===== config.mk =====
export PLATFORM = sky130hd
export DESIGN_NAME = i2c_master_bit_sequencer
export DESIGN_NICKNAME = d
export VERILOG_FILES = /design/src/design/i2cms_pkg.sv /design/src/design/i2c_master_bit_sequencer.sv
export SDC_FILE = /design/constraint.sdc
export NUM_CORES = 1
export LEC_CHECK = 0
export ABC_AREA = 1
export ABC_CLOCK_PERIOD_IN_PS = 7000
export BUFFER_PORTS_ARGS = -buffer_cell sky130_fd_sc_hd__buf_4
export CAP_MARGIN = 5
export CORE_UTILIZATION = 47
export DETAILED_ROUTE_END_ITERATION = 16
export PLACE_DENSITY_LB_ADDON = 0.25
export SYNTH_ARGS = -nofsm -noshare
export SYNTH_HDL_FRONTEND = slang
export SYNTH_SLANG_ARGS = --single-unit

===== constraint.sdc =====
create_clock -name clk -period 7 [get_ports clk]
set_clock_uncertainty 0.05 [all_clocks]
set_input_delay 0 -clock clk [delete_from_list [all_inputs] [get_ports clk]]
set_output_delay 0 -clock clk [all_outputs]
set_load 0.01 [all_outputs]

===== src/design/i2cms_pkg.sv =====
`default_nettype none
// ----------------------------------------------------------------------------
// i2cms_pkg
// Shared types and constants for the tick-driven I2C master bit sequencer.
// ----------------------------------------------------------------------------
package i2cms_pkg;

	// Bus command codes carried in the operation field.
	typedef enum logic [2:0] {
		CMD_NONE     = 3'd0,
		CMD_START_WR = 3'd1,
		CMD_START_RD = 3'd2,
		CMD_WRITE    = 3'd3,
		CMD_READ     = 3'd4,
		CMD_STOP     = 3'd5
	} cmd_t;

	// Configuration register indexes.
	typedef enum logic [0:0] {
		REG_SLAVE_ADDRESS   = 1'b0,
		REG_TICKS_PER_PHASE = 1'b1
	} reg_idx_t;

	// Sub-step of a read bit: raise the clock, sample, lower the clock.
	typedef enum logic [1:0] {
		RD_RAISE  = 2'd0,
		RD_SAMPLE = 2'd1,
		RD_LOWER  = 2'd2
	} rd_sub_t;

	localparam logic [6:0]  SLAVE_ADDR_RESET = 7'h20;
	localparam logic [15:0] TPP_RESET        = 16'd1;

	// Phases in the start condition that precedes the address byte and ack clock.
	localparam logic [4:0] START_PHASES = 5'd4;
	// Phases of the data bits in a read; the master ack follows.
	localparam logic [4:0] READ_BIT_PHASES = 5'd24;
	localparam logic [4:0] READ_ACK_DRIVE  = 5'd24;
	localparam logic [4:0] READ_ACK_RAISE  = 5'd25;

	// Total phases of each command.
	function automatic logic [4:0] total_phases(input cmd_t cmd);
		logic [4:0] n;
		case (cmd)
			CMD_START_WR, CMD_START_RD: n = 5'd22;
			CMD_WRITE:                  n = 5'd18;
			CMD_READ:                   n = 5'd27;
			default:                    n = 5'd4;
		endcase
		return n;
	endfunction

	// Position of a read phase within its bit (phase modulo three).
	function automatic rd_sub_t read_sub(input logic [4:0] q);
		rd_sub_t s;
		case (q) inside
			5'd0, 5'd3, 5'd6, 5'd9, 5'd12, 5'd15, 5'd18, 5'd21, 5'd24, 5'd27,
			5'd30: s = RD_RAISE;
			5'd1, 5'd4, 5'd7, 5'd10, 5'd13, 5'd16, 5'd19, 5'd22, 5'd25, 5'd28,
			5'd31: s = RD_SAMPLE;
			default: s = RD_LOWER;
		endcase
		return s;
	endfunction

endpackage
`default_nettype wire


===== src/design/i2c_master_bit_sequencer.sv =====
// The result beat for a tick is registered and appears in the cycle after the tick is taken.
// Throughput: one tick per clock cycle; a tick is taken whenever the result register
// is empty or its beat is being taken in the same cycle.
// Each bus phase lasts ticks_per_phase ticks (zero acts as one), counted in a 16-bit tick counter.
// Reset (arst_n low, asynchronous) releases both lines, idles the sequencer,
// clears the held read byte and restores the address 0x20 and one tick per phase.
`default_nettype none
// ----------------------------------------------------------------------------
// i2c_master_bit_sequencer
// Open-drain I2C master sequencer. Each input beat is one phase tick carrying
// the sampled SDA level and, while idle, an optional bus command.
// ----------------------------------------------------------------------------
module i2c_master_bit_sequencer (
	input  wire logic        clk,
	input  wire logic        arst_n,
	// Configuration write port
	input  wire logic        cfg_we,
	input  wire logic [0:0]  cfg_index,
	input  wire logic [15:0] cfg_data,
	// Tick input channel
	input  wire logic        in_valid,
	output logic             in_ready,
	input  wire logic [2:0]  operation,
	input  wire logic [7:0]  tx_byte,
	input  wire logic        send_nack,
	input  wire logic        sda_in,
	// Result channel
	output logic             out_valid,
	input  wire logic        out_ready,
	output logic             scl_pull_low,
	output logic             sda_pull_low,
	output logic [7:0]       rx_byte,
	output logic             rx_valid,
	output logic             busy_res
);

	// Configuration registers
	logic [6:0]  slave_q;
	logic [15:0] tpp_q;
	logic [15:0] tpp_eff;

	// Sequencer state
	i2cms_pkg::cmd_t cmd_q, cmd_n;
	logic [4:0]  phase_q, phase_n;
	logic [15:0] tick_q, tick_n;
	logic [7:0]  shift_q, shift_n;
	logic        scl_q, scl_n;
	logic        sda_q, sda_n;
	logic        nack_q, nack_n;
	logic [7:0]  rx_hold_q, rx_hold_n;
	logic        rxv_n;

	// Result register handshake
	logic out_valid_q;
	logic rxv_q;
	logic in_accept;

	assign in_ready  = !out_valid_q || out_ready;
	assign in_accept = in_valid && in_ready;
	assign tpp_eff   = (tpp_q == 16'd0) ? 16'd1 : tpp_q;

	// Configuration writes.
	always_ff @(posedge clk or negedge arst_n) begin
		if (!arst_n) begin
			slave_q <= i2cms_pkg::SLAVE_ADDR_RESET;
			tpp_q   <= i2cms_pkg::TPP_RESET;
		end else if (cfg_we) begin
			unique case (i2cms_pkg::reg_idx_t'(cfg_index))
				i2cms_pkg::REG_SLAVE_ADDRESS:   slave_q <= cfg_data[6:0];
				i2cms_pkg::REG_TICKS_PER_PHASE: tpp_q   <= cfg_data;
				default: ;
			endcase
		end
	end

	// Next state for one tick: command launch, phase entry, tick and phase count.
	always_comb begin
		logic [15:0] tick_sum;
		logic [4:0]  phase_inc;
		logic [4:0]  wq;
		logic [3:0]  wb;
		logic        start;

		cmd_n     = cmd_q;
		phase_n   = phase_q;
		tick_n    = tick_q;
		shift_n   = shift_q;
		scl_n     = scl_q;
		sda_n     = sda_q;
		nack_n    = nack_q;
		rx_hold_n = rx_hold_q;
		rxv_n     = 1'b0;
		tick_sum  = '0;
		phase_inc = '0;
		wq        = '0;
		wb        = '0;

		// A valid command is taken only while idle; unknown codes are dropped.
		start = (cmd_q == i2cms_pkg::CMD_NONE) &&
			(operation >= i2cms_pkg::CMD_START_WR) && (operation <= i2cms_pkg::CMD_STOP);
		if (start) begin
			cmd_n   = i2cms_pkg::cmd_t'(operation);
			phase_n = '0;
			tick_n  = '0;
			case (i2cms_pkg::cmd_t'(operation))
				i2cms_pkg::CMD_START_WR: shift_n = {slave_q, 1'b0};
				i2cms_pkg::CMD_START_RD: shift_n = {slave_q, 1'b1};
				i2cms_pkg::CMD_WRITE:    shift_n = tx_byte;
				i2cms_pkg::CMD_READ: begin
					shift_n = '0;
					nack_n  = send_nack;
				end
				default: ;
			endcase
		end

		if (cmd_n != i2cms_pkg::CMD_NONE) begin
			// Line changes of a phase take effect on its first tick.
			if (tick_n == 16'd0) begin
				unique case (cmd_n)
					i2cms_pkg::CMD_START_WR, i2cms_pkg::CMD_START_RD,
					i2cms_pkg::CMD_WRITE: begin
						if ((cmd_n != i2cms_pkg::CMD_WRITE) &&
							(phase_n < i2cms_pkg::START_PHASES)) begin
							unique case (phase_n[1:0])
								2'd0: sda_n = 1'b0;
								2'd1: scl_n = 1'b0;
								2'd2: sda_n = 1'b1;
								default: scl_n = 1'b1;
							endcase
						end else begin
							// Write bit: two phases per bit, then the ack clock.
							wq = (cmd_n == i2cms_pkg::CMD_WRITE) ? phase_n :
								phase_n - i2cms_pkg::START_PHASES;
							wb = wq[4:1];
							if (wq[0]) begin
								scl_n = 1'b1;
							end else begin
								if (!wb[3]) begin
									sda_n = !shift_n[~wb[2:0]];
								end else begin
									sda_n = 1'b0;
								end
								scl_n = 1'b0;
							end
						end
					end
					i2cms_pkg::CMD_READ: begin
						if (phase_n < i2cms_pkg::READ_BIT_PHASES) begin
							unique case (i2cms_pkg::read_sub(phase_n))
								i2cms_pkg::RD_RAISE: begin
									sda_n = 1'b0;
									scl_n = 1'b0;
								end
								i2cms_pkg::RD_SAMPLE: shift_n = {shift_n[6:0], sda_in};
								default: scl_n = 1'b1;
							endcase
						end else if (phase_n == i2cms_pkg::READ_ACK_DRIVE) begin
							sda_n = !nack_n;
						end else if (phase_n == i2cms_pkg::READ_ACK_RAISE) begin
							scl_n = 1'b0;
						end else begin
							scl_n = 1'b1;
						end
					end
					default: begin
						// Stop condition.
						unique case (phase_n[1:0])
							2'd0: scl_n = 1'b1;
							2'd1: sda_n = 1'b1;
							2'd2: scl_n = 1'b0;
							default: sda_n = 1'b0;
						endcase
					end
				endcase
			end

			// Count ticks of the phase and step to the next phase.
			tick_sum = tick_n + 16'd1;
			if ((tick_sum >= tpp_eff) || (tick_sum == 16'd0)) begin
				tick_n    = '0;
				phase_inc = phase_n + 5'd1;
				if (phase_inc >= i2cms_pkg::total_phases(cmd_n)) begin
					if (cmd_n == i2cms_pkg::CMD_READ) begin
						sda_n     = 1'b0;
						rx_hold_n = shift_n;
						rxv_n     = 1'b1;
					end
					cmd_n   = i2cms_pkg::CMD_NONE;
					phase_n = '0;
				end else begin
					phase_n = phase_inc;
				end
			end else begin
				tick_n = tick_sum;
			end
		end
	end

	// State update on each accepted tick; the state doubles as the result register.
	always_ff @(posedge clk or negedge arst_n) begin
		if (!arst_n) begin
			cmd_q     <= i2cms_pkg::CMD_NONE;
			phase_q   <= '0;
			tick_q    <= '0;
			shift_q   <= '0;
			scl_q     <= 1'b0;
			sda_q     <= 1'b0;
			nack_q    <= 1'b0;
			rx_hold_q <= '0;
			rxv_q     <= 1'b0;
		end else if (in_accept) begin
			cmd_q     <= cmd_n;
			phase_q   <= phase_n;
			tick_q    <= tick_n;
			shift_q   <= shift_n;
			scl_q     <= scl_n;
			sda_q     <= sda_n;
			nack_q    <= nack_n;
			rx_hold_q <= rx_hold_n;
			rxv_q     <= rxv_n;
		end
	end

	// Result beat valid flag.
	always_ff @(posedge clk or negedge arst_n) begin
		if (!arst_n) begin
			out_valid_q <= 1'b0;
		end else if (in_accept) begin
			out_valid_q <= 1'b1;
		end else if (out_ready) begin
			out_valid_q <= 1'b0;
		end
	end

	assign out_valid    = out_valid_q;
	assign scl_pull_low = scl_q;
	assign sda_pull_low = sda_q;
	assign rx_byte      = rx_hold_q;
	assign rx_valid     = rxv_q;
	assign busy_res     = (cmd_q != i2cms_pkg::CMD_NONE);

`ifndef NO_ASSERTIONS
	// A completed read ends the command and leaves SDA released.
	a_rx_done_idle: assert property (@(posedge clk) disable iff (!arst_n)
		rxv_q |-> (!busy_res && !sda_q))
		else $error("read completion while busy or SDA held");

	// An idle sequencer has its phase and tick counters at zero.
	a_idle_counters: assert property (@(posedge clk) disable iff (!arst_n)
		(cmd_q == i2cms_pkg::CMD_NONE) |-> ((phase_q == 5'd0) && (tick_q == 16'd0)))
		else $error("counters not cleared while idle");

	// The phase never runs past the end of the running command.
	a_phase_range: assert property (@(posedge clk) disable iff (!arst_n)
		(cmd_q != i2cms_pkg::CMD_NONE) |-> (phase_q < i2cms_pkg::total_phases(cmd_q)))
		else $error("phase beyond command length");

	// The tick counter stays below the phase length.
	a_tick_range: assert property (@(posedge clk) disable iff (!arst_n)
		(cmd_q != i2cms_pkg::CMD_NONE) && $stable(tpp_q) |-> (tick_q < tpp_eff))
		else $error("tick counter beyond phase length");

	// State changes only on an accepted beat.
	a_state_hold: assert property (@(posedge clk) disable iff (!arst_n)
		!in_accept |=> ($stable(phase_q) && $stable(tick_q) && $stable(rx_hold_q)))
		else $error("state moved without an accepted beat");
`endif

endmodule
`default_nettype wire

### Word level (Yosys, flattened, before mapping)

Cells that the tools add are included.

* flip-flop bits (word level): 68
* output and inout bits: 14
* word-level logic and storage cells: 151

* add/sub/neg operators: 3
* order comparisons: 7
* equal/unequal tests: 36
* mux-type cells: 61
* bitwise logic cells: 2
* reductions and logical operators: 30

Operators by type and width (count)
* $mux 16: 4
* $eq 5x5->1 const B: 11
* $logic_not 16->1: 3
* $mux 8: 6
* $mux 5: 7
* $pmux 8 s4: 1
* $eq 5x4->1 const B: 5
* $mux 1: 24
* $reduce_or 11->1: 2
* $add 16x1->16 const B: 1
* $ge 16x16->1: 1
* $eq 5x3->1 const B: 3
* $pmux 5 s3: 1
* $pmux 1 s2: 7
* $eq 3x2->1 const B: 4
* $mux 2: 6
* $mux 3: 4
* $ne 3x3->1 const B: 3
* $reduce_and 7->1: 1
* $eq 3x1->1 const B: 2
* $eq 3x3->1 const B: 2
* $reduce_and 2->1: 3
* $reduce_bool 3->1: 2
* $add 5x1->5 const B: 1
* 26 further kinds: 35

### Depth between registers and ports, before layout

Gate-level depths: netlist of run 1.

* depth after elaboration: 20
* depth in mapped cells: 27

### Worst setup path after synthesis of run 1

No wires, ideal clock.

* kind: register -> register
* from: register cmd_q[1]
* to: register tick_q[12]
* arrival: 3.462 ns
* data required time: 6.863 ns
* slack: 3.401 ns
* cell stages (with the launch flop): 24
* buffers on the path: 1
* period minus slack after synthesis: 3.599 ns
* cell sequence: dfrtp_1 -> inv_1 -> nand3_1 -> nor2_4 -> nor2_1 -> ha_1 -> nand2_1 -> inv_1 -> nand3_2 -> nor3_1 -> nand3_1 -> nand2_1 -> nand2_1 -> ha_1 -> nand2_1 -> inv_1 -> nand3_1 -> inv_1 -> a21oi_1 -> nand2_1 -> a31oi_1 -> clkbuf_1 -> nand4_1 -> a22oi_1

* word-level cells in the longest chain between the ends: 9
* elaborated cells between the ends (all ways): 12
* classes of those cells: 1 x add/sub; 1 x order compare; 4 x mux; 6 x reduce/logical

Ends and longest elaborated chain
* from (decl): RTL line i2c_master_bit_sequencer.sv:43 `i2cms_pkg::cmd_t cmd_q, cmd_n;`
* from (signal assigned): RTL line i2c_master_bit_sequencer.sv:203 `cmd_q <= i2cms_pkg::CMD_NONE;`
* from (signal assigned): RTL line i2c_master_bit_sequencer.sv:213 `cmd_q <= cmd_n;`
* $logic_not 3->1: RTL line i2c_master_bit_sequencer.sv:99 `start = (cmd_q == i2cms_pkg::CMD_NONE) &&`
* $logic_and 1x1->1: RTL line i2c_master_bit_sequencer.sv:99
* $logic_and 1x1->1: RTL line i2c_master_bit_sequencer.sv:100 `(operation >= i2cms_pkg::CMD_START_WR) && (operation <= i2cms_pkg::CMD_STOP);`
* $mux 16: RTL line i2c_master_bit_sequencer.sv:101 `if (start) begin`
* $add 16x1->16: RTL line i2c_master_bit_sequencer.sv:179 `tick_sum = tick_n + 16'd1;`
* $ge 16x16->1 or $logic_not 16->1 (tied branches): RTL line i2c_master_bit_sequencer.sv:180 `if ((tick_sum >= tpp_eff) || (tick_sum == 16'd0)) begin`
* $logic_or 1x1->1: RTL line i2c_master_bit_sequencer.sv:180
* $mux 16: RTL line i2c_master_bit_sequencer.sv:180
* $mux 16 *: RTL line i2c_master_bit_sequencer.sv:117 `if (cmd_n != i2cms_pkg::CMD_NONE) begin`
* to (signal assigned): RTL line i2c_master_bit_sequencer.sv:215 `tick_q <= tick_n;`
* to (decl): RTL line i2c_master_bit_sequencer.sv:45 `logic [15:0] tick_q, tick_n;`

Mark *: on every way between the ends. The rest lies on a longest branch, timed or not.
A chain may end at the register's enable or synchronous reset.

### Worst setup path after layout of run 1

* from: register cmd_q[1]
* to: register rx_hold_q[3] (netlist: rx_byte[3])

* word-level cells in the longest chain between the ends: 17
* elaborated cells between the ends (all ways): 60
* classes of those cells: 2 x add/sub; 3 x order compare; 26 x eq/ne; 17 x mux; 12 x reduce/logical

Ends and longest elaborated chain
* branches (longest 17 deep; another with $add 16x1->16)
* to (signal assigned): RTL line i2c_master_bit_sequencer.sv:220 `rx_hold_q <= rx_hold_n;`
* to (decl): RTL line i2c_master_bit_sequencer.sv:50 `logic [7:0] rx_hold_q, rx_hold_n;`

Parallel ways; which one is timed is not known. The select of a mux whose other input is x is not followed.

==> flow_metrics.tcl, run 1 <==
set metrics [dict create \
    grt_pass1_vias 4853 \
    synth_flop_cell "dfrtp_1" \
    synth_seq_cells 68 \
    synth_top_area_cell "dfrtp_1" \
    path_clk_slew_ps 80 \
    p_total_mw 2.63 \
    diodes 0 \
    final-setup-viol-count 0 \
    mostFrequentLayoutCell "nand2_1" \
    dieHeight_um 107 \
    postSynthCellCount 778 \
    wl_per_cell_um 13.8 \
    cellPowerDensity_nw_per_um2 434 \
    cts.path.max_buffers 2 \
    fill_cells 970 \
    ctsResizeCount 0 \
    synth.distinct_cells 43 \
    period_needed_ps 4170 \
    cap_violations 0 \
    avgViaCountPerCell 5.35 \
    vias 5237 \
    drtAntennaViolNets 0 \
    mostFrequentLayoutCells "228 x nand2_1, 108 x inv_1, 70 x nor2_1" \
    critical_path_buf_inv_count 5 \
    drt_iter0_drc 443 \
    yosys_warnings 0 \
    hold_path_class "input port to flip-flop" \
    final_cells 978 \
    peakVddDrop_mv 0.184 \
    grt_start_max_net_pins 69 \
    seqCellArea_um2 1700 \
    start_util_pct 49.4 \
    cp_common_cell "nand2_1" \
    drcViolationCount 0 \
    clk_latency_ps 350 \
    relSlewSlack_pct 38.7 \
    totalWireLength_mm 13.5 \
    post-route-period-util_pct 59.6 \
    slew_violations 0 \
    intPower_mw 1.30 \
    final_area_um2 6060 \
    root_buffer "clkbuf_8" \
    power_frac_comb_pct 60.6 \
    crit_slowest_cell "dfrtp_1" \
    critPathKind "flip-flop to flip-flop" \
    synth_edf_count 0 \
    syn_area_um2 5190 \
    worst_pin_slew_ps 917 \
    p_switching_mw 1.34 \
    io_pins 49 \
    switching_share_pct 50.8 \
    antenna_found_initial 0 \
    cts_sinks 68 \
    hold_ws_ps 65.2 \
    num_rows 37 \
    overflow 0 \
    clock.fmax_ghz 0.240 \
    ys_top_cells_by_area "dfrtp_1 32%, nand2_1 16%, inv_1 7.8%, ha_1 6.3%, nand3_1 6.2%" \
    grt_pass1_wl_mm 23.1 \
    post_cts_buffers 0 \
    synth.avg_cell_area_um2 6.67 \
    path_max_fanout 16 \
    dr.pass1.iters 5 \
    placed_area_um2 5630 \
    final.setup.tns_ps 0 \
    die-area_um2 11500 \
    tritoncts "yes" \
    nets 899 \
    crit_path_max_incr_delay_ps 360 \
    synth_top_cell_area_share_pct 31.8 \
    cts_inserted_buffers 9 \
    rsz0062_at_grt "no" \
    area_delta_synth_final_pct 16.9 \
    hold_viol 0 \
    core_area_um2 10500 \
    multi_input_area_um2 2920 \
    cts_max_level 3 \
    yosysSeqAreaShare_pct 32.8 \
    endpoint_kind "flip-flop" \
    status "finished, final reports clean" \
    syn_nets 839 \
    p_clk_share_pct 15.1 \
    grtUsageTotal_pct 25.3 \
    port_buffers 48 \
    critPathTopFamily "simple AND/OR/NAND/NOR gates" \
    leakagePower_nw 3.31 \
    drive_gt1_share_pct 12.4 \
    post-place-cells 943 \
    place.gp.congestion 0.958 \
    crit_required_ps 7240 \
    seq_power_share_pct 24.3 \
    startpoint_type "flip-flop" \
    dp_hpwl_mm 10.0 \
    worstPathArrival_ps 4410 \
    synthArstFlopShare_pct 100 \
    die_w_um 107 \
]
[logic make-up (layout without fill, tap and decap cells)]
family | after synthesis | in the layout | share of synthesized area [%]
xor gates and xnor gates | 4 | 4 | 0.675
buffers and inverters | 141 | 205 | 10.9
DFF | 68 | 68 | 32.8
AOI/OAI and AO/OA | 115 | 115 | 12.5
muxes | 1 | 1 | 0.193
adders and majority gates | 26 | 26 | 6.27
and+or+nand+nor | 423 | 423 | 36.7
[worst paths after layout]
check                                         end  slack (ps)  depth (start not counted)                    from
min reg2reg                rx_byte[1]$_DFFE_PN0P_         430                          2  rx_byte[1]$_DFFE_PN0P_
min                          cmd_q[0]$_DFFE_PN0P_          70                          5            operation[0]
max                        rx_byte[3]$_DFFE_PN0P_        2830                         26    cmd_q[1]$_DFFE_PN0P_
max reg2reg                rx_byte[3]$_DFFE_PN0P_        2830                         26    cmd_q[1]$_DFFE_PN0P_
min in group asynchronous   tpp_q[14]$_DFFE_PN0P_         230                          2                  arst_n
max in group asynchronous   out_valid$_DFFE_PN0P_        6080                          2                  arst_n
[power by group through the flow]
stage	Combinational (mW)	Sequential [mW]	Clock, mW
2_1_floorplan	1.20	0.618	0
3_3_place_gp	1.52	0.640	0
3_5_place_dp	1.56	0.644	0
4_1_cts	1.57	0.637	0.402
5_1_grt	1.81	0.660	0.420
6_report	1.59	0.641	0.397
[what timing repair did]
| item | 4_1_cts | 5_1_grt |
|---|---|---|
| setup endpoints to repair | 0 | 0 |
| hold buffers | 20 | 0 |
| hold endpoints to repair | 93 | 0 |
[synthesized netlist by cell type (2+ instances only)]
cell type  count
buf_2          3
nand3_2        6
nand2_4        2
clkbuf_1      12
nand4_1       27
and2_1         3
nand3_1       64
nor2_1        70
a31oi_1        2
dfstp_2        2
xor2_1         4
o21ai_0       38
nor4_1         4
o21a_1         2
nor2_4         2
nor2_2         4
nand2_2        4
buf_6          4
buf_1          3
a21oi_1       46
inv_2         10
a22oi_1        7
ha_1          26
inv_1        108
nand2_1      228
o21ai_2        4
dfrtp_1       66
o211ai_1       3
o21ai_1        6
a22o_1         3
nor3_1         3
[tightest hold or removal path, cell delays in order]
cell     delay (ps)
buf_4           120
nand2_1          70
nand2_1         100
nand3_1          80
o21ai_0          70
[per-stage QoR]
stage | utilization (%) | setup WS (ps)
floorplan | - | 3400
global placement | 53.5 | 3000
detailed placement | 53.5 | 2860
CTS | 57.7 | 2850
global route | 57.7 | 2400
finish | 57.7 | 2830
[flip-flops by register name (all words and copies together), names as in the netlist]
register and flops:
slave_q 7, cmd_q 3, phase_q 5, scl_pull_low 1, rx_valid 1, shift_q 8
out_valid 1, nack_q 1, sda_pull_low 1, rx_byte 8, tick_q 16, tpp_q 16
[metal layers]
layer / global-route usage, % / routed length [um] / vias to the layer above
met4: 5.19 / 110 / 0
met3: 3.59 / 1050 / 8
met1: 36.1 / 6290 / 2398
met5: 0 / 0 / -
met2: 40.7 / 6070 / 193
li1: - / - / 2638
[area by class of cell]
cell class                      count  share of cell area (%)
Multi-Input combinational cell    569                    48.2
Sequential cell                    68                    28.1
Timing Repair Buffer               71                    9.62
Inverter                          119                    7.37
Tap cell                          136                    2.81
Clock buffer                        9                    2.04
Clock inverter                      6                    1.88
No activity file was read; power rests on OpenSTA's default activity.
==> run 2: changes to the inputs <==
ABC_AREA = 0   (was 1)
ABC_CLOCK_PERIOD_IN_PS = 3400   (was 7000)
clock period = 3.4 ns   (was 7 ns; I/O delays follow)
==> run 2 against run 1 <==
Compared with the run above:
- the run now ends with setup timing left
- synthesized cell count fell by 31%
- worst setup slack got worse by 3400 ps
- critical path type unchanged
- largest cell class unchanged
- cell count fell by 18%
- combinational power rose by 31%
- cell area rose by 10%
- total power rose by 46%
==> flow_metrics.tcl, run 2 <==
set metrics [dict create \
    final-setup-viol-count 39 \
    worstPathArrival_ps 4140 \
    grtUsageTotal_pct 26.1 \
    die_w_um 104 \
    yosysSeqAreaShare_pct 34.9 \
    postSynthCellCount 539 \
    drtAntennaViolNets 0 \
    relSlewSlack_pct 42.3 \
    routed.top_layer "met4" \
    hold_viol 0 \
    post-route-util_pct 67.4 \
    rsz0062_at_grt "yes" \
    synth_flop_cell "dfrtp_1" \
    fill_cells 766 \
    wl_met1_mm 6.18 \
    period_needed_ps 3950 \
    mostFrequentLayoutCell "buf_4" \
    synth.avg_cell_area_um2 9.07 \
    grt_pass1_wl_mm 22.4 \
    synth_edf_count 0 \
    cts_max_level 3 \
    port_buffers 48 \
    path_cells "nor3_4, inv_2, or3_4, and2_4, ha_4, nand2_4, nor4_4, nand3_1, xor2_1, nor2_1, ha_1, nor2b_4, o21ai_1, nand2b_1, a2111oi_4, o21ai_4, nand3_4, mux2_4" \
    post-place-cells 745 \
    start_util_pct 49.3 \
    endpoint_kind "flip-flop" \
    worst_pin_slew_ps 866 \
    dpl_worst_slack_ps -479 \
    core_area_um2 9910 \
    drcViolationCount 0 \
    mostFrequentLayoutCells "117 x buf_4, 66 x dfrtp_1, 58 x nand2_1" \
    peakVddDrop_mv 0.331 \
    startpoint_type "flip-flop" \
    nets 726 \
    wl_per_cell_um 18.0 \
    io_pins 49 \
    hold_path_class "input port to flip-flop" \
    crit_path_max_incr_delay_ps 410 \
    die-area_um2 10800 \
    clock.fmax_ghz 0.253 \
    drt_iter0_drc 365 \
    synth_top_cell_area_share_pct 33.8 \
    syn_area_um2 4890 \
    overflow 0 \
    final.setup.tns_ps -15410 \
    synth.distinct_cells 65 \
    reg.largest.list "tick_q x16, tpp_q x16" \
    antenna_found_initial 0 \
    cap_violations 0 \
    area_delta_synth_final_pct 36.6 \
    tritoncts "yes" \
    diodes 0 \
    critPathKind "flip-flop to flip-flop" \
    final_cells 803 \
    grt_start_max_net_pins 69 \
    multi_input_area_um2 3320 \
    root_buffer "clkbuf_8" \
    path_clk_slew_ps 70 \
    placed_area_um2 5810 \
    cellPowerDensity_nw_per_um2 575 \
    leakagePower_nw 3.23 \
    synth_seq_cells 68 \
    post-route-period-util_pct 116 \
    path_max_fanout 5 \
    clk_latency_ps 350 \
    violations "setup timing" \
    cts_inserted_buffers 9 \
    cts_sinks 68 \
    dp_hpwl_mm 9.68 \
    ys_top_cells_by_area "dfrtp_1 34%, mux2_2 8.3%, ha_1 6.7%, mux2i_1 5.3%, nand2_1 4.8%" \
    syn_nets 600 \
    drive_gt1_share_pct 34.9 \
    num_rows 36 \
    synthArstFlopShare_pct 100 \
    seqCellArea_um2 1700 \
    slew_violations 0 \
    place.gp.congestion 0.895 \
    crit_required_ps 3590 \
    dr.pass1.iters 5 \
    status "complete, but fails checks" \
    avgViaCountPerCell 5.78 \
    vias 4642 \
    totalWireLength_mm 14.4 \
    dieHeight_um 104 \
    dr_wl_met3_um 876 \
    crit_slowest_cell "dfrtp_1" \
    final_area_um2 6680 \
    cts.path.max_buffers 2 \
    grt_pass1_vias 4608 \
    synth.most_common_cell "dfrtp_1" \
    route.met2.wl_mm 6.96 \
    setup_slack_ps -552 \
    synth_top_area_cell "dfrtp_1" \
    synthTopCellsByCount "66 x dfrtp_1, 63 x nand2_1, 44 x nor2_1, 36 x mux2_2, 27 x o21ai_0" \
    yosys_warnings 0 \
]
==> run 2: what timing repair did <==
item / in CTS / in global routing
setup buffers: 12 / 13
endpoints found under the hold margin: 93 / 0
hold buffers: 21 / 0
pin swaps: 20 / 15
gates cloned: 1 / 0
endpoints found under the setup margin: 42 / 43
resized for setup: 41 / 35
==> run 2: cell families after synthesis <==
group	count (synthesis)	share of synthesized area [%]
muxes	63	13.9
adders and majority gates	26	6.66
and+or+nand+nor	195	20.1
buffers and inverters	60	5.27
AOI/OAI and AO/OA	104	15.1
DFF	68	34.9
xor gates and xnor gates	23	4.12
==> run 2: power breakdown <==
part	leakage [nW]	switching (mW)	internal (mW)
Clock	0.0920	0.331	0.283
Sequential	0.869	0.169	0.974
Combinational	2.27	1.10	0.981
Total	3.23	1.60	2.24
==> run 2: critical path, delay by kind of cell, from the launching register on <==
| family | cells | cell delay (ps) |
|---|---|---|
| flops | 1 | 410 |
| simple gates | 10 | 1590 |
| xor+xnor | 1 | 240 |
| mux | 1 | 310 |
| buf+inv | 1 | 60 |
| compound gates | 3 | 720 |
| fa+ha+maj | 2 | 460 |
==> run 2: layout make-up <==
cell class | count | area share, %
clock buffer | 10 | 2.06
timing repair buffer | 147 | 18.1
sequential | 68 | 25.5
multi-input combinational | 412 | 49.7
inverter | 27 | 1.52
clock inverter | 6 | 0.600
tap | 133 | 2.49
==> run 2: path summary, 6_finish.rpt <==
check,startpoint,slack (ps),endpoint,depth (start not counted)
setup / recovery,cmd_q[2]$_DFFE_PN0P_,-550,rx_byte[3]$_DFFE_PN0P_,18
hold / removal,operation[0],60,cmd_q[0]$_DFFE_PN0P_,4
setup reg to reg,cmd_q[2]$_DFFE_PN0P_,-550,rx_byte[3]$_DFFE_PN0P_,18
hold reg to reg,shift_q[4]$_DFFE_PN0P_,440,shift_q[4]$_DFFE_PN0P_,2
max in group asynchronous,arst_n,2450,shift_q[4]$_DFFE_PN0P_,2
min in group asynchronous,arst_n,300,tpp_q[4]$_DFFE_PN0P_,2
==> run 2: per-layer routing <==
layer	track usage (%)	vias to the layer above
met3	4.70	32
met4	11.1	0
met5	0	-
li1	-	2179
met1	33.9	2244
met2	42.8	187
==> run 2: per-stage QoR <==
stage          power (mW)  hold slack (ps)
2_1_floorplan        2.25             -346
3_3_place_gp         2.85              105
3_5_place_dp         2.92              112
4_1_cts              3.67             47.0
5_1_grt              4.09             62.0
6_report             3.84             58.4
==> run 3: changes to the inputs <==
RECOVER_POWER = 50   (was unset)
==> run 3 against run 2 <==
Compared with the run above:
- the run ends with capacitance limit, slew limit, setup timing left
- clock-buffer cell count unchanged
- largest power group unchanged
- register-to-register slack about the same
- sequential cell count unchanged
- routed wire length about the same
- sequential power about the same
- via count about the same
- first-iteration DRC count decreased by 5.2%
- non-clock buffer count unchanged
- total power decreased by 0.35%
- cell area decreased by 0.71%
==> flow_metrics.tcl, run 3 (same netlist as run 2, synthesis figures left out) <==
set metrics [dict create \
    status "complete, but fails checks" \
    violations "capacitance limit, slew limit, setup timing" \
    cellPowerDensity_nw_per_um2 577 \
    peakVddDrop_mv 0.331 \
    path_clk_slew_ps 70 \
    io_pins 49 \
    setup_slack_ps -555 \
    post-place-cells 745 \
    period_needed_ps 3960 \
    core_area_um2 9910 \
    clock.fmax_ghz 0.253 \
    mostFrequentLayoutCell "buf_4" \
    diodes 0 \
    avgViaCountPerCell 5.78 \
    root_buffer "clkbuf_8" \
    drive_gt1_share_pct 33.0 \
    grt_start_max_net_pins 69 \
    drtAntennaViolNets 0 \
    cts_max_level 3 \
    grt.met3_usage_pct 4.70 \
    vias 4639 \
    area_delta_synth_final_pct 35.6 \
    num_rows 36 \
    hold_viol 0 \
    startpoint_type "flip-flop" \
    grt_pass1_vias 4608 \
    post-route-period-util_pct 116 \
    cts_inserted_buffers 9 \
    post-route-util_pct 66.9 \
    grt_pass1_wl_mm 22.4 \
    cts.path.max_buffers 2 \
    final-setup-viol-count 39 \
    clk_latency_ps 350 \
    met1_usage_pct 33.9 \
    busiest_layer "met2" \
    crit_slowest_cell "dfrtp_1" \
    antenna_found_initial 0 \
    cts_sinks 68 \
    mostFrequentLayoutCells "103 x buf_4, 66 x dfrtp_1, 58 x nand2_1" \
    path_max_fanout 5 \
    leakagePower_nw 3.18 \
    hold_path_class "input port to flip-flop" \
    die-area_um2 10800 \
    hold_ws_ps 56.0 \
    drt_iter0_drc 346 \
    start_util_pct 49.3 \
    worstPathArrival_ps 4140 \
    nets 726 \
    wl_per_cell_um 18.0 \
    final.setup.tns_ps -15350 \
    reg.largest.list "tick_q x16, tpp_q x16" \
    overflow 0 \
    dieHeight_um 104 \
    relSlewSlack_pct -13.3 \
    place.gp.congestion 0.895 \
    grtUsageTotal_pct 26.1 \
    port_buffers 48 \
    cap_violations 1 \
    fill_cells 780 \
    critPathKind "flip-flop to flip-flop" \
    path_cells "nor3_4, inv_2, or3_4, and2_4, ha_4, nand2_4, nor4_4, nand3_1, xor2_1, nor2_1, ha_1, nor2b_4, o21ai_1, nand2b_1, a2111oi_4, o21ai_4, nand3_4, mux2_4" \
    endpoint_kind "flip-flop" \
    tritoncts "yes" \
    slew_violations 69 \
    use_met2_pct 42.8 \
    p_total_mw 3.83 \
    final_cells 803 \
    crit_required_ps 3590 \
    worst_pin_slew_ps 1700 \
    dp_hpwl_mm 9.68 \
    totalWireLength_mm 14.4 \
    drcViolationCount 0 \
    rsz0062_at_grt "yes" \
    crit_path_max_incr_delay_ps 410 \
    die_w_um 104 \
    dr.pass1.iters 5 \
]
-- run 3: area by class of cell --
type	instances	area, um^2	share of cell area, %
clock inverters	6	40.0	0.604
repair buffers	147	1160	17.5
well taps	133	166	2.51
flip-flops and latches	68	1700	25.7
clock buffers	10	138	2.08
multi-input cells	412	3320	50.1
inverters	27	101	1.53
-- run 3: critical path, delay by kind of cell (launching register included) --
family | cells | cell delay [ps]
buffers and inverters | 1 | 60
adders and majority gates | 2 | 460
xor gates and xnor gates | 1 | 240
DFF | 1 | 410
and+or+nand+nor | 10 | 1590
AOI/OAI and AO/OA | 3 | 720
muxes | 1 | 310
-- run 3: metrics by stage --
step                worst slack, ps  cell area (um^2)
global route                   -684              6630
global placement               -304              5810
finish                         -555              6630
detailed placement             -479              5810
floorplan                      -540              4990
CTS                            -422              6450
-- run 3: layer usage --
metal | wire length (um) | share of wire, %
met5 | 0 | 0
met4 | 430 | 3.0
met3 | 846 | 5.9
met2 | 6970 | 48
met1 | 6180 | 43
-- run 3: path summary, 6_finish.rpt --
check                                  startpoint                endpoint  slack (ps)  cells after the start
max                          cmd_q[2]$_DFFE_PN0P_  rx_byte[3]$_DFFE_PN0P_        -560                     18
min                                  operation[0]    cmd_q[0]$_DFFE_PN0P_          60                      4
max reg2reg                  cmd_q[2]$_DFFE_PN0P_  rx_byte[3]$_DFFE_PN0P_        -560                     18
min reg2reg                shift_q[4]$_DFFE_PN0P_  shift_q[4]$_DFFE_PN0P_         430                      2
max in group asynchronous                  arst_n   tick_q[6]$_DFFE_PN0P_        1690                      2
min in group asynchronous                  arst_n    tpp_q[4]$_DFFE_PN0P_         620                      2
-- run 3: repair_timing --
| action | 4_1_cts | 5_1_grt |
|---|---|---|
| gates resized for setup | 41 | 35 |
| endpoints found under the hold margin | 93 | 0 |
| endpoints found under the setup margin | 42 | 43 |
| gates cloned | 1 | 0 |
| buffers inserted | 12 | 13 |
| hold buffers | 21 | 0 |
| pin swaps | 20 | 15 |
-- run 3: power breakdown --
part / internal [mW] / leakage, nW / switching (mW) / total (mW)
clock: 0.283 / 0.0920 / 0.332 / 0.615
combinational: 0.970 / 2.22 / 1.10 / 2.07
sequential: 0.974 / 0.869 / 0.169 / 1.14
